**config.mk**
```make
export PLATFORM = sky130hd
export DESIGN_NAME = utf8_byte_stream_decoder_top
export DESIGN_NICKNAME = d
export VERILOG_FILES = /design/src/utf8d_pkg.sv /design/src/utf8d_step.sv /design/src/utf8d_out_reg.sv /design/src/utf8_byte_stream_decoder_top.sv
export SDC_FILE = /design/constraint.sdc
export NUM_CORES = 1
export LEC_CHECK = 0
export ABC_AREA = 1
export BUFFER_PORTS_ARGS = -buffer_cell sky130_fd_sc_hd__buf_2
export CAP_MARGIN = 20
export CORE_ASPECT_RATIO = 1.25
export CORE_MARGIN = 1.5
export CORE_UTILIZATION = 40
export DETAILED_ROUTE_END_ITERATION = 12
export GPL_ROUTABILITY_DRIVEN = 0
export PLACE_DENSITY = 0.67
export SYNTH_ARGS = -nofsm -noshare
export SYNTH_HDL_FRONTEND = slang
export SYNTH_SLANG_ARGS = --single-unit
```
**constraint.sdc**
```tcl
create_clock -name clk -period 3.8 [get_ports clk]
set_input_delay 0.76 -clock clk [delete_from_list [all_inputs] [get_ports clk]]
set_output_delay 0.76 -clock clk [all_outputs]
set_load 0.1 [all_outputs]
```
**src/utf8d_pkg.sv**
```systemverilog
// Package for the UTF-8 byte stream decoder.
// Result status codes, result struct and lead byte masks; no dependencies.
`timescale 1ns / 1ps
package utf8d_pkg;

  localparam int CpWidth = 21;

  typedef enum logic [1:0] {
    ST_OK        = 2'd0,
    ST_BAD_LEAD  = 2'd1,
    ST_TRUNCATED = 2'd2
  } status_t;

  typedef struct packed {
    logic [CpWidth-1:0] code_point;
    status_t            status;
  } result_t;

  // lead byte classes: (byte & mask) == pattern
  localparam logic [7:0] AsciiMask  = 8'h80;
  localparam logic [7:0] Lead2Mask  = 8'hE0;
  localparam logic [7:0] Lead2Pat   = 8'hC0;
  localparam logic [7:0] Lead3Mask  = 8'hF0;
  localparam logic [7:0] Lead3Pat   = 8'hE0;
  localparam logic [7:0] Lead4Mask  = 8'hF8;
  localparam logic [7:0] Lead4Pat   = 8'hF0;
  localparam logic [7:0] ContMask   = 8'h3F;
  localparam logic [7:0] Lead2Keep  = 8'h1F;
  localparam logic [7:0] Lead3Keep  = 8'h0F;
  localparam logic [7:0] Lead4Keep  = 8'h07;

endpackage

```
**src/utf8d_step.sv**
```systemverilog
// Combinational decode of one byte against the open sequence state.
// Depends on utf8d_pkg.
`timescale 1ns / 1ps
module utf8d_step
  import utf8d_pkg::*;
(
  input  logic [7:0]         byte_in,
  input  logic               end_of_buffer,
  input  logic [1:0]         pending,
  input  logic [CpWidth-1:0] partial,
  output logic [1:0]         pending_next,
  output logic [CpWidth-1:0] partial_next,
  output logic               emit,
  output result_t            result
);

  logic [CpWidth-1:0] shifted;
  logic [1:0]         remaining;
  logic               open_seq;

  assign shifted   = {partial[CpWidth-7:0], byte_in[5:0] & ContMask[5:0]};
  assign remaining = pending - 2'd1;

  always_comb begin
    pending_next      = pending;
    partial_next      = partial;
    emit              = 1'b0;
    open_seq          = 1'b0;
    result.code_point = '0;
    result.status     = ST_OK;

    if (pending == 2'd0) begin
      priority if ((byte_in & AsciiMask) == 8'h00) begin
        emit              = 1'b1;
        result.code_point = {{(CpWidth-8){1'b0}}, byte_in};
      end else if ((byte_in & Lead2Mask) == Lead2Pat) begin
        partial_next = {{(CpWidth-8){1'b0}}, byte_in & Lead2Keep};
        pending_next = 2'd1;
        open_seq     = 1'b1;
      end else if ((byte_in & Lead3Mask) == Lead3Pat) begin
        partial_next = {{(CpWidth-8){1'b0}}, byte_in & Lead3Keep};
        pending_next = 2'd2;
        open_seq     = 1'b1;
      end else if ((byte_in & Lead4Mask) == Lead4Pat) begin
        partial_next = {{(CpWidth-8){1'b0}}, byte_in & Lead4Keep};
        pending_next = 2'd3;
        open_seq     = 1'b1;
      end else begin
        emit          = 1'b1;
        result.status = ST_BAD_LEAD;
      end
    end else begin
      // any byte counts as payload inside a sequence
      pending_next = remaining;
      if (remaining == 2'd0) begin
        emit              = 1'b1;
        result.code_point = shifted;
        partial_next      = '0;
      end else begin
        partial_next = shifted;
        open_seq     = 1'b1;
      end
    end

    // buffer ends mid-sequence
    if (open_seq && end_of_buffer) begin
      emit              = 1'b1;
      result.code_point = '0;
      result.status     = ST_TRUNCATED;
      pending_next      = 2'd0;
      partial_next      = '0;
    end
  end

endmodule

```
**src/utf8d_out_reg.sv**
```systemverilog
// Result register on the master side; loads while empty or being drained.
// Depends on utf8d_pkg.
`timescale 1ns / 1ps
module utf8d_out_reg
  import utf8d_pkg::*;
(
  input  logic    clk,
  input  logic    rst,
  input  logic    load,
  input  result_t load_data,
  output logic    can_load,
  output logic    out_valid,
  input  logic    out_ready,
  output result_t out_data
);

  assign can_load = !out_valid || out_ready;

  always_ff @(posedge clk) begin
    if (rst) begin
      out_valid <= 1'b0;
    end else if (can_load) begin
      out_valid <= load;
    end
  end

  always_ff @(posedge clk) begin
    if (can_load && load) begin
      out_data <= load_data;
    end
  end

endmodule

```
**src/utf8_byte_stream_decoder_top.sv**
```systemverilog
// Lenient UTF-8 decoder: one byte per cycle in, at most one code point per byte out.
// A byte request passes the input register, then the result register, before its
// result reaches the master side. Throughput: one byte per cycle, set by the combinational
// decode between the two registers; stalls only under master backpressure.
// Reset (rst, synchronous, active high) empties both registers and closes any sequence.
// Depends on utf8d_pkg, utf8d_step, utf8d_out_reg.
`timescale 1ns / 1ps
module utf8_byte_stream_decoder_top
  import utf8d_pkg::*;
(
  input  logic        clk,
  input  logic        rst,
  input  logic        s_axis_tvalid,
  output logic        s_axis_tready,
  input  logic [7:0]  s_axis_tdata,   // [7:0] byte_in
  input  logic        s_axis_tlast,   // end_of_buffer
  output logic        m_axis_tvalid,
  input  logic        m_axis_tready,
  output logic [23:0] m_axis_tdata,   // [20:0] code_point, [23:21] zero
  output logic [1:0]  m_axis_tuser    // [1:0] status
);

  logic               in_valid;
  logic [7:0]         in_byte;
  logic               in_last;
  logic [1:0]         pending;
  logic [CpWidth-1:0] partial;
  logic [1:0]         pending_next;
  logic [CpWidth-1:0] partial_next;
  logic               emit;
  result_t            step_result;
  logic               can_load;
  logic               advance;
  result_t            out_data;

  // input stage moves on whenever the result register can take its outcome
  assign advance       = in_valid && can_load;
  assign s_axis_tready = !in_valid || can_load;

  always_ff @(posedge clk) begin
    if (rst) begin
      in_valid <= 1'b0;
    end else if (s_axis_tready) begin
      in_valid <= s_axis_tvalid;
    end
  end

  always_ff @(posedge clk) begin
    if (s_axis_tready && s_axis_tvalid) begin
      in_byte <= s_axis_tdata;
      in_last <= s_axis_tlast;
    end
  end

  always_ff @(posedge clk) begin
    if (rst) begin
      pending <= 2'd0;
      partial <= '0;
    end else if (advance) begin
      pending <= pending_next;
      partial <= partial_next;
    end
  end

  utf8d_step u_step (
    .byte_in       (in_byte),
    .end_of_buffer (in_last),
    .pending       (pending),
    .partial       (partial),
    .pending_next  (pending_next),
    .partial_next  (partial_next),
    .emit          (emit),
    .result        (step_result)
  );

  utf8d_out_reg u_out (
    .clk       (clk),
    .rst       (rst),
    .load      (advance && emit),
    .load_data (step_result),
    .can_load  (can_load),
    .out_valid (m_axis_tvalid),
    .out_ready (m_axis_tready),
    .out_data  (out_data)
  );

  assign m_axis_tdata = {3'b000, out_data.code_point};
  assign m_axis_tuser = out_data.status;

endmodule

```
# [Word level (Yosys, flattened, before mapping)]
# Index checks and enable logic that the tools add are counted.
[word_totals] regBits=51 mem_bits_rw=0 input_bits=13 latch_bits=0 wordCells=64 romBits=0 memories=0 output_inout_bits=28
[op_classes] eq_ne=5 n_mux=34 bitwise_logic=1 n_lt_le_gt_ge=0 addsub=1 n_reduce_logical=14 n_div=0 multipliers=0 shift=0
[ops] cell="$mux 15" count=7
[ops] cell="$mux 21" count=2
[ops] cell="$mux 2" count=10
[ops] cell="$mux 1" count=14
[ops] cell="$logic_not 8->1" count=1
[ops] cell="$mux 8" count=1
[ops] cell="$eq 5x5->1 const B" count=1
[ops] cell="$logic_and 1x1->1" count=5
[ops] cell="$ne 5x5->1 const B" count=1
[ops] cell="$reduce_or 5->1" count=1
[ops] cell="$eq 4x4->1 const B" count=1
[ops] cell="$logic_not 2->1" count=2
[ops] cell="$eq 3x3->1 const B" count=1
[ops] cell="$ne 3x3->1 const B" count=1
[ops] cell="$reduce_and 3->1" count=1
[ops] cell="$logic_not 1->1" count=2
[ops] cell="$logic_or 1x1->1" count=2
[ops] cell="$sub 2x1->2 const B" count=1
[ops] cell="$not 1->1" count=1

# [Logic depth before layout (Yosys ltp)]
# Gate-level depths: netlist of the first run.
[logic_depth] ltp_word=10 depth_mapped=8 depth_no_buf=8

# [By module]
# A second synthesis of the first run with hierarchy kept.
[unflattened] hier_cells=362 hier_area_um2=2810.2
[modules_own_cells] mod="utf8_byte_stream_decoder_top" instances=1 area_per_inst_um2=1297.5 seq_area_each_um2=750.7 cells_per_inst=168
[modules_own_cells] mod="utf8d_step" instances=1 area_per_inst_um2=774.5 seq_area_each_um2=0.0 cells_per_inst=165
[modules_own_cells] mod="utf8d_out_reg" instances=1 area_per_inst_um2=738.2 seq_area_each_um2=710.7 cells_per_inst=29

# [Least setup slack after synthesis of the first run]
# OpenSTA, ideal clock, no wires.
[synth_path] path_kind="register to register" start="reg u_out.out_valid" end="reg in_byte[0] (enable)" setup_ns=0.284 path_stages_with_launch=4 n_path_buf=0 arrival_ns=2.473 required_time_ns=3.516 slack_ns=1.043 period_less_slack_ns=2.757 cell_sequence="dfxtp_1 > nand3_1 > nand2_1 > inv_1"
[synth_between] elab_chain_len=4
[synth_rtl] element="start: declaration" line="utf8d_out_reg.sv:12" text="output logic out_valid,"
[synth_rtl] element="start signal: assignment" line="utf8d_out_reg.sv:23" text="out_valid <= load;"
[synth_rtl] element="$logic_not 1->1" line="utf8d_out_reg.sv:17" text="assign can_load = !out_valid || out_ready;"
[synth_rtl] element="$logic_or 1x1->1" line="utf8d_out_reg.sv:17"
[synth_rtl] element="$logic_or 1x1->1" line="utf8_byte_stream_decoder_top.sv:38" text="assign s_axis_tready = !in_valid || can_load;"
[synth_rtl] element="net s_axis_tready" line="utf8_byte_stream_decoder_top.sv:14" text="output logic s_axis_tready,"
[synth_rtl] element="$logic_and 1x1->1" line="utf8_byte_stream_decoder_top.sv:49" text="if (s_axis_tready && s_axis_tvalid) begin"
[synth_rtl] element="end signal: assignment" line="utf8_byte_stream_decoder_top.sv:50" text="in_byte <= s_axis_tdata;"
[synth_rtl] element="end: declaration" line="utf8_byte_stream_decoder_top.sv:24" text="logic [7:0] in_byte;"
# The timed path passes the listed nets, and every way through them passes these cells.
# A chain may end at the register's enable or synchronous reset.

# [Worst setup path after layout of the first run]
[layout_path] start="in m_axis_tready" end="out s_axis_tready"
[layout_between] elab_chain_len=2
[layout_rtl] element="start: declaration" line="utf8_byte_stream_decoder_top.sv:18" text="input logic m_axis_tready,"
[layout_rtl] element="$logic_or 1x1->1" line="utf8d_out_reg.sv:17"
[layout_rtl] element="$logic_or 1x1->1" line="utf8_byte_stream_decoder_top.sv:38"
[layout_rtl] element="end: declaration" line="utf8_byte_stream_decoder_top.sv:14"
# No other way between the ends.

==> results.sh, run 1 <==
export IMPL_outcome="complete, no violations"
export IMPL_synth_edff_count=32
export IMPL_die_w_um=67.0
export IMPL_required_ns=3.04
export IMPL_numCtsBuffers=5
export IMPL_layout_nets=254
export IMPL_multi_input_area_um2=528
export IMPL_cp_start_kind="primary input"
export IMPL_fin_crit_sh=0.572
export IMPL_grt_pass1_wl_um=5690
export IMPL_ys_types=21
export IMPL_via_per_inst=4.71
export IMPL_synth_async_reset_ratio=0
export IMPL_maxCapViolations=0
export IMPL_synth_flop_cell="edfxtp_1"
export IMPL_core_rowCount=28
export IMPL_seqCellArea_mm2=0.00134
export IMPL_cts_tree="built"
export IMPL_antenna_found_initial=0
export IMPL_syn_to_final_growth_pct=15.1
export IMPL_power_leakage_nw=1.01
export IMPL_synth_cells=202
export IMPL_layout_drive_gt1_share=0.231
export IMPL_layout_min_cycle_time_ns=2.17
export IMPL_fillCellCount=464
export IMPL_grt_overflow=0
export IMPL_clock_sinks=51
export IMPL_path_clk_slew_ns=0.10
export IMPL_drt_iter0_drc=64
export IMPL_core_mm2=0.00483
export IMPL_worstMarginPinSlew_ns=0.858
export IMPL_diodes=0
export IMPL_synth_seq_area_share=0.655
export IMPL_cts_htree_levels=2
export IMPL_ios=41
export IMPL_hpwl_um=2390
export IMPL_track_usage=0.137
export IMPL_drc=0
export IMPL_synth_simple_gate_area_frac=0.153
export IMPL_maxSlewHeadroom=0.427
export IMPL_wl_per_cell_um=11.2
export IMPL_synth_mux_area_frac=0
export IMPL_cts_resized=0
export IMPL_min_path_type="reg2reg"
export IMPL_grt_pass1_vias=1295
export IMPL_synth_top_area_frac=0.469
export IMPL_fin_area_mm2=0.00236
export IMPL_cts_root_buf="clkbuf_8"
export IMPL_peakVddDrop_mv=0.208
export IMPL_die_area_mm2=0.00556
export IMPL_power_density_mw_per_mm2=496
export IMPL_tns_ns=0
export IMPL_cts_buffer_depth=2
export IMPL_synth_top_family_by_area="simple AND/OR/NAND/NOR gates"
export IMPL_ys_ff_latch=51
export IMPL_synth_top_cell_by_area="edfxtp_1"
export IMPL_initial_core_util=0.424
export IMPL_crit_fanout=3
export IMPL_synth_area_per_cell_um2=10.1
export IMPL_portBuffers=37
export IMPL_grt_max_degree=24
export IMPL_clock_latency_ns=0.31
export IMPL_routed_wl_um=3390
export IMPL_synth_xor_xnor_area_share=0
export IMPL_drt_pre_antenna_iters=4
export IMPL_yosys_area_share_adder=0
export IMPL_critPathCaptureType="output pin"
export IMPL_rsz0062_at_grt="no"
export IMPL_finalHoldViolCount=0
export IMPL_dpl_cell_area_mm2=0.00226
export IMPL_finalSetupViolations=0
export IMPL_vias=1421
export IMPL_fp_dieH_um=83.0
export IMPL_finalMaxSlewViolations=0
export IMPL_syn_cell_area_mm2=0.00205
export IMPL_crit_arrival_ns=1.41
export IMPL_synth_area_top_cells="edfxtp_1 47%, dfxtp_1 19%, inv_1 5.7%"
export IMPL_postCtsHoldBufs=0
export IMPL_ff2ff_setup_slack_ns=1.81
export IMPL_path_class="in2out"
export IMPL_ys_warn_count=0
export IMPL_synth_compound_area_frac=0.0990
export IMPL_fin_skew_ns=0.0116
export IMPL_max_freq_mhz=460
export IMPL_cts_setup_buffers=0
export IMPL_antenna_left=0
==> logic make-up after synthesis <==
| logic type | Yosys count |
|---|---|
| DFF | 51 |
| AOI/OAI and AO/OA | 36 |
| buffers and inverters | 42 |
| other | 1 |
| and+or+nand+nor | 72 |
==> layer usage <==
metal | global-route usage | routed length, um
met4 | 0.0779 | 75
met1 | 0.160 | 1480
met2 | 0.221 | 1670
met5 | 0 | 0
met3 | 0.0366 | 162
==> stage by stage <==
step | hold slack [ns] | power [mW] | utilization | setup WS [ns] | instances
after floorplan | 0.429 | 0.826 | - | 1.04 | 204
after global placement | 0.452 | 0.854 | 0.468 | 1.51 | 294
after detailed placement | 0.463 | 0.857 | 0.468 | 1.47 | 294
after CTS | 0.477 | 1.18 | 0.488 | 1.63 | 302
after global routing | 0.512 | 1.22 | 0.488 | 1.59 | 302
final | 0.480 | 1.17 | 0.488 | 1.63 | 302
==> cell type report <==
| cell class | count | area share |
|---|---|---|
| flip-flops and latches | 51 | 0.569 |
| multi-input cells | 111 | 0.224 |
| repair buffers | 37 | 0.0785 |
| inverters | 35 | 0.0557 |
| well taps | 60 | 0.0318 |
| clock buffers | 5 | 0.0292 |
| clock inverters | 3 | 0.0122 |
==> placed cells by master (no fill, tap or decap), drive strengths merged, types with 5 or more instances in the layout <==
| cell type | instances |
|---|---|
| nand3 | 9 |
| clkbuf | 5 |
| dfxtp | 19 |
| inv | 36 |
| edfxtp | 32 |
| nor2 | 32 |
| a21oi | 22 |
| buf | 37 |
| o21ai | 14 |
| nand2 | 28 |
==> power breakdown <==
part           switching (mW)  internal (mW)
registers              0.0133          0.621
logic                   0.174         0.0344
clock network           0.190          0.137
==> synthesized netlist by cell type (3+ instances only) <==
cell / number
o21ai_1: 3
nand3_1: 9
a21oi_1: 20
nand2_1: 24
inv_2: 4
nor2_1: 31
buf_4: 3
dfxtp_1: 19
inv_1: 31
o21ai_0: 11
edfxtp_1: 32
==> final timing paths <==
| check | start | endpoint | cells after the start |
|---|---|---|---|
| setup / recovery | m_axis_tready | s_axis_tready | 4 |
| setup reg to reg | pending[0]$_SDFFE_PP0P_ | u_out.out_data[12]$_SDFFCE_PP0P_ | 4 |
| hold reg to reg | partial[11]$_SDFFE_PP0P_ | partial[11]$_SDFFE_PP0P_ | 2 |
| hold / removal | partial[11]$_SDFFE_PP0P_ | partial[11]$_SDFFE_PP0P_ | 2 |
==> registers in the layout, indices dropped and copies added, names as in the netlist <==
register and cells:
u_out.out_data 23, pending 2, in_last 1, in_byte 8
partial 15, in_valid 1, u_out.out_valid 1
==> worst max-delay path: stages <==
cell,delay (ns)
buf_2,0.07
inv_1,0.04
nand3_1,0.10
buf_2,0.44
Note: power is estimated with default switching activity, not from simulation.
==> run 2: changes to the inputs <==
clock period = 2.15 ns   (was 3.8 ns; I/O delays follow)
==> run 2 against run 1 <==
  * Global-route usage is 0.11 points lower
  * Die area stayed put
  * Sequential cell count stayed put
==> results.sh, run 2 (synthesized netlist as in run 1, its figures left out) <==
export IMPL_crit_fanout=3
export IMPL_grt_overflow=0
export IMPL_core_rowCount=28
export IMPL_top_register="u_out.out_data"
export IMPL_drt_iter0_drc=91
export IMPL_path_class="reg2out"
export IMPL_max_freq_mhz=625
export IMPL_grt_pass1_wl_um=5750
export IMPL_final_common_cell="buf_2"
export IMPL_layout_min_cycle_time_ns=1.60
export IMPL_finalSetupViolations=0
export IMPL_antenna_found_initial=0
export IMPL_fin_area_mm2=0.00240
export IMPL_crit_start="u_out.out_valid$_SDFFE_PP0P_"
export IMPL_core_mm2=0.00483
export IMPL_min_path_type="in2reg"
export IMPL_cts_resized=0
export IMPL_tns_ns=0
export IMPL_finalMaxSlewViolations=0
export IMPL_diodes=0
export IMPL_vias=1447
export IMPL_outcome="complete, no violations"
export IMPL_grtUsageMet3=0.0325
export IMPL_dp_cells=296
export IMPL_cts_root_buf="clkbuf_8"
export IMPL_instances_no_fill=304
export IMPL_layout_nets=256
export IMPL_power_leakage_nw=1.02
export IMPL_wl_per_cell_um=11.2
export IMPL_fin_crit_sh=0.744
export IMPL_routed_wl_um=3410
export IMPL_ios=41
export IMPL_via_per_inst=4.76
export IMPL_syn_to_final_growth_pct=17.2
export IMPL_die_w_um=67.0
export IMPL_fillCellCount=475
export IMPL_fin_skew_ns=0.00872
export IMPL_portBuffers=37
export IMPL_clock_latency_ns=0.30
export IMPL_cts_tree="built"
export IMPL_top_regs="u_out.out_data: 23 flops, partial: 15 flops, in_byte: 8 flops"
export IMPL_rsz0062_at_grt="no"
export IMPL_clock_sinks=51
export IMPL_path_clk_slew_ns=0.09
export IMPL_cts_setup_buffers=0
export IMPL_critPathCaptureType="output pin"
export IMPL_slowest_stage="buf_2"
export IMPL_maxCapViolations=0
export IMPL_power_density_mw_per_mm2=895
export IMPL_largest_reg_flops=23
export IMPL_hold_start="s_axis_tdata[1]"
export IMPL_timing_rr_start="in_byte[6]$_DFFE_PP_"
export IMPL_grt_pass1_vias=1289
export IMPL_initial_core_util=0.424
export IMPL_required_ns=1.72
export IMPL_drc=0
export IMPL_dpl_cell_area_mm2=0.00229
export IMPL_numCtsBuffers=5
export IMPL_slowest_delay_ns=0.42
export IMPL_crit_arrival_ns=1.17
export IMPL_use_met1=0.173
export IMPL_grt_max_degree=24
export IMPL_final_cell_mix="37 x buf_2, 32 x edfxtp_1, 31 x inv_1, 31 x nor2_1, 24 x nand2_1"
export IMPL_layout_drive_gt1_share=0.242
export IMPL_finalHoldViolCount=0
export IMPL_fp_dieH_um=83.0
export IMPL_postCtsHoldBufs=0
export IMPL_track_usage=0.136
export IMPL_cts_htree_levels=2
export IMPL_cts_buffer_depth=2
export IMPL_holdWs_ns=0.298
export IMPL_die_area_mm2=0.00556
export IMPL_grt_busiest_layer="met2"
export IMPL_antenna_left=0
export IMPL_peakVddDrop_mv=0.390
export IMPL_hpwl_um=2360
export IMPL_worstPathCellList="nand3_4 > buf_2"
export IMPL_drt_pre_antenna_iters=4
export IMPL_cp_start_kind="flip-flop"
export IMPL_use_met2=0.212
[run 2: changes by cell type in the layout (fill, tap and decap cells not counted), sizes merged]
cell,previous run,this run
buf,37,39
bufinv,0,1
inv,36,35
[run 2: path summary, 6_finish.rpt]
check	depth (start not counted)	endpoint	slack, ns
worst max-delay path	2	s_axis_tready	0.55
worst min-delay path	1	in_byte[1]$_DFFE_PP_	0.30
worst max register to register	8	u_out.out_data[8]$_SDFFCE_PN0P_	0.58
worst min register to register	2	partial[11]$_SDFFE_PP0P_	0.47
[run 2: area by class of cell]
cell class,instances,area (um^2),area share
Sequential cell,51,1340,0.559
Multi-Input combinational cell,111,541,0.225
Timing Repair Buffer,39,200,0.0834
Inverter,35,131,0.0547
Tap cell,60,75.1,0.0313
Clock buffer,5,68.8,0.0287
Clock inverter,3,43.8,0.0182
[run 2: per-layer routing]
metal / wire [um] / part of all wire
met5: 0 / 0
met4: 74 / 0.022
met3: 200 / 0.059
met2: 1660 / 0.49
met1: 1470 / 0.43
[run 2: metrics by stage]
stage	power [mW]	utilization	setup WS, ns
finish	2.15	0.497	0.550
global route	2.24	0.497	0.448
CTS	2.17	0.497	0.541
detailed placement	1.52	0.473	0.477
global placement	1.52	0.473	0.512
floorplan	1.46	-	0.0389
[run 2: worst max-delay path, delay by kind of cell, from the launching register on]
kind                   cells  cell delay [ns]
buffers and inverters      1             0.42
DFF                        1             0.36
and+or+nand+nor            1             0.09
[run 2: report_power, final]
part	leakage (nW)	internal (mW)	switching [mW]
sequential	0.457	1.10	0.0244
combinational	0.509	0.0638	0.309
clock	0.0581	0.346	0.309
total	1.02	1.51	0.642
==> run 3: changes to the inputs <==
clock period = 1.6 ns   (was 2.15 ns; I/O delays follow)
==> run 3 against run 2 <==
  * Critical path type is now reg2reg
  * Setup slack got worse by 0.42 ns
  * Register-to-register slack got worse by 0.45 ns
  * Sequential power grew 35%
  * Worst hold slack got worse by 0.11 ns
  * Critical endpoint is now u_out.out_data[7]$_SDFFCE_PN0P_
  * Clock skew fell by 0.0048 ns
  * Wire length up 1.7%
==> results.sh, run 3 (synthesized netlist as in run 1, its figures left out) <==
export IMPL_outcome="complete, no violations"
export IMPL_core_mm2=0.00483
export IMPL_cts_buffer_depth=2
export IMPL_path_clk_slew_ns=0.08
export IMPL_crit_arrival_ns=1.48
export IMPL_fin_skew_ns=0.00395
export IMPL_rsz0062_at_grt="no"
export IMPL_min_path_type="in2reg"
export IMPL_r2r_end="u_out.out_data[7]$_SDFFCE_PN0P_"
export IMPL_drt_pre_antenna_iters=4
export IMPL_final_cell_mix="36 x buf_2, 32 x edfxtp_1, 31 x nor2_1"
export IMPL_cp_start_kind="flip-flop"
export IMPL_tns_ns=0
export IMPL_layout_drive_gt1_share=0.262
export IMPL_top_regs="u_out.out_data: 23 flops, partial: 15 flops, in_byte: 8 flops"
export IMPL_cts_htree_levels=2
export IMPL_top_register="u_out.out_data"
export IMPL_path_class="reg2reg"
export IMPL_dpl_cell_area_mm2=0.00233
export IMPL_grt_overflow=0
export IMPL_critPathTopFamily="simple AND/OR/NAND/NOR gates"
export IMPL_grt_max_degree=24
export IMPL_largest_reg_flops=23
export IMPL_die_w_um=67.0
export IMPL_dp_cells=296
export IMPL_cts_tree="built"
export IMPL_crit_fanout=23
export IMPL_grt_pass1_vias=1316
export IMPL_track_usage=0.136
export IMPL_antenna_found_initial=0
export IMPL_diodes=0
export IMPL_max_freq_mhz=681
export IMPL_finalMaxSlewViolations=0
export IMPL_vias=1408
export IMPL_antenna_left=0
export IMPL_via_per_inst=4.63
export IMPL_fin_crit_sh=0.918
export IMPL_min_delay_path_depth=1
export IMPL_slowest_stage="edfxtp_1"
export IMPL_min_to="in_byte[3]$_DFFE_PP_"
export IMPL_postCtsHoldBufs=0
export IMPL_initial_core_util=0.424
export IMPL_cts_root_buf="clkbuf_8"
export IMPL_ff2ff_setup_slack_ns=0.13
export IMPL_maxCapViolations=0
export IMPL_worstPathCellList="nand2_1 > inv_2 > nand2_2 > nand2_4 > nand3_1 > nand2_2 > clkinvlp_4 > buf_12"
export IMPL_power_leakage_nw=1.02
export IMPL_clock_latency_ns=0.30
export IMPL_cp_common_cell="nand2_2"
export IMPL_syn_to_final_growth_pct=18.9
export IMPL_die_area_mm2=0.00556
export IMPL_timing_rr_start="in_byte[7]$_DFFE_PP_"
export IMPL_drc=0
export IMPL_cts_setup_buffers=0
export IMPL_clock_sinks=51
export IMPL_fp_dieH_um=83.0
export IMPL_slowest_delay_ns=0.39
export IMPL_ios=41
export IMPL_core_rowCount=28
export IMPL_finalHoldViolCount=0
export IMPL_finalSetupViolations=0
export IMPL_routed_wl_um=3470
export IMPL_hold_start="s_axis_tdata[3]"
export IMPL_layout_min_cycle_time_ns=1.47
export IMPL_layout_nets=256
export IMPL_finalPower_mw=2.81
export IMPL_power_density_mw_per_mm2=1150
export IMPL_portBuffers=37
export IMPL_peakVddDrop_mv=0.664
export IMPL_drt_iter0_drc=69
export IMPL_critPathCaptureType="flip-flop"
export IMPL_hpwl_um=2490
export IMPL_required_ns=1.61
export IMPL_numCtsBuffers=5
export IMPL_fin_area_mm2=0.00243
export IMPL_final_common_cell="buf_2"
export IMPL_wl_per_cell_um=11.4
export IMPL_instances_no_fill=304
export IMPL_grt_pass1_wl_um=5700
export IMPL_cts_resized=0
export IMPL_path_buf_inv=3
export IMPL_reg2regPathDepth=8
-- run 3: cell count changes in the layout (fill, tap and decap cells not counted) --
cell and delta:
clkinv_4 -1, buf_4 -1, bufinv_16 -1, dfxtp_1 -1, dfxtp_4 +1, clkinv_2 -1
clkinvlp_4 +2, clkbuf_8 +2, nand2_1 -3, nand2_2 +3, buf_2 -1, inv_1 -1
buf_12 +2
-- run 3: how the worst max path moves through the flow --
stage | startpoint | endpoint | cells past startpoint
2_1_floorplan | u_out.out_valid$_SDFFE_PP0P_ | u_out.out_data[0]$_SDFFCE_PP0P_ | 5
3_3_place_gp | in_byte[7]$_DFFE_PP_ | u_out.out_data[11]$_SDFFCE_PP0P_ | 8
3_5_place_dp | in_byte[7]$_DFFE_PP_ | u_out.out_data[1]$_SDFFCE_PN1P_ | 8
4_1_cts | in_byte[7]$_DFFE_PP_ | u_out.out_data[13]$_SDFFCE_PP0P_ | 8
5_1_grt | in_byte[7]$_DFFE_PP_ | u_out.out_data[3]$_SDFFCE_PN0P_ | 8
6_report | in_byte[7]$_DFFE_PP_ | u_out.out_data[7]$_SDFFCE_PN0P_ | 8
-- run 3: report_power, final --
part / leakage, nW / total (mW) / switching [mW] / internal [mW]
Sequential: 0.458 / 1.51 / 0.0328 / 1.47
Clock: 0.0505 / 0.792 / 0.399 / 0.393
Combinational: 0.514 / 0.512 / 0.419 / 0.0930
-- run 3: per-stage QoR --
step | hold WS [ns] | setup slack [ns] | utilization
2_1_floorplan | 0.379 | 0.0106 | -
3_3_place_gp | 0.443 | 0.172 | 0.482
3_5_place_dp | 0.450 | 0.122 | 0.482
4_1_cts | 0.180 | 0.109 | 0.504
5_1_grt | 0.170 | 0.0304 | 0.504
6_report | 0.191 | 0.132 | 0.504
-- run 3: routing by layer --
layer	part of all wire	global-route usage	routed length, um
met5	0	0	0
met4	0.023	0.0779	81
met3	0.035	0.0285	123
met2	0.52	0.228	1790
met1	0.42	0.156	1470
-- run 3: layout make-up --
class | instances | area (um^2)
clock buffers | 7 | 96.3
clock inverters | 1 | 7.51
fillers | 453 | 2400
inverters | 35 | 135
multi-input cells | 111 | 548
flip-flops and latches | 51 | 1350
well taps | 60 | 75.1
repair buffers | 39 | 228
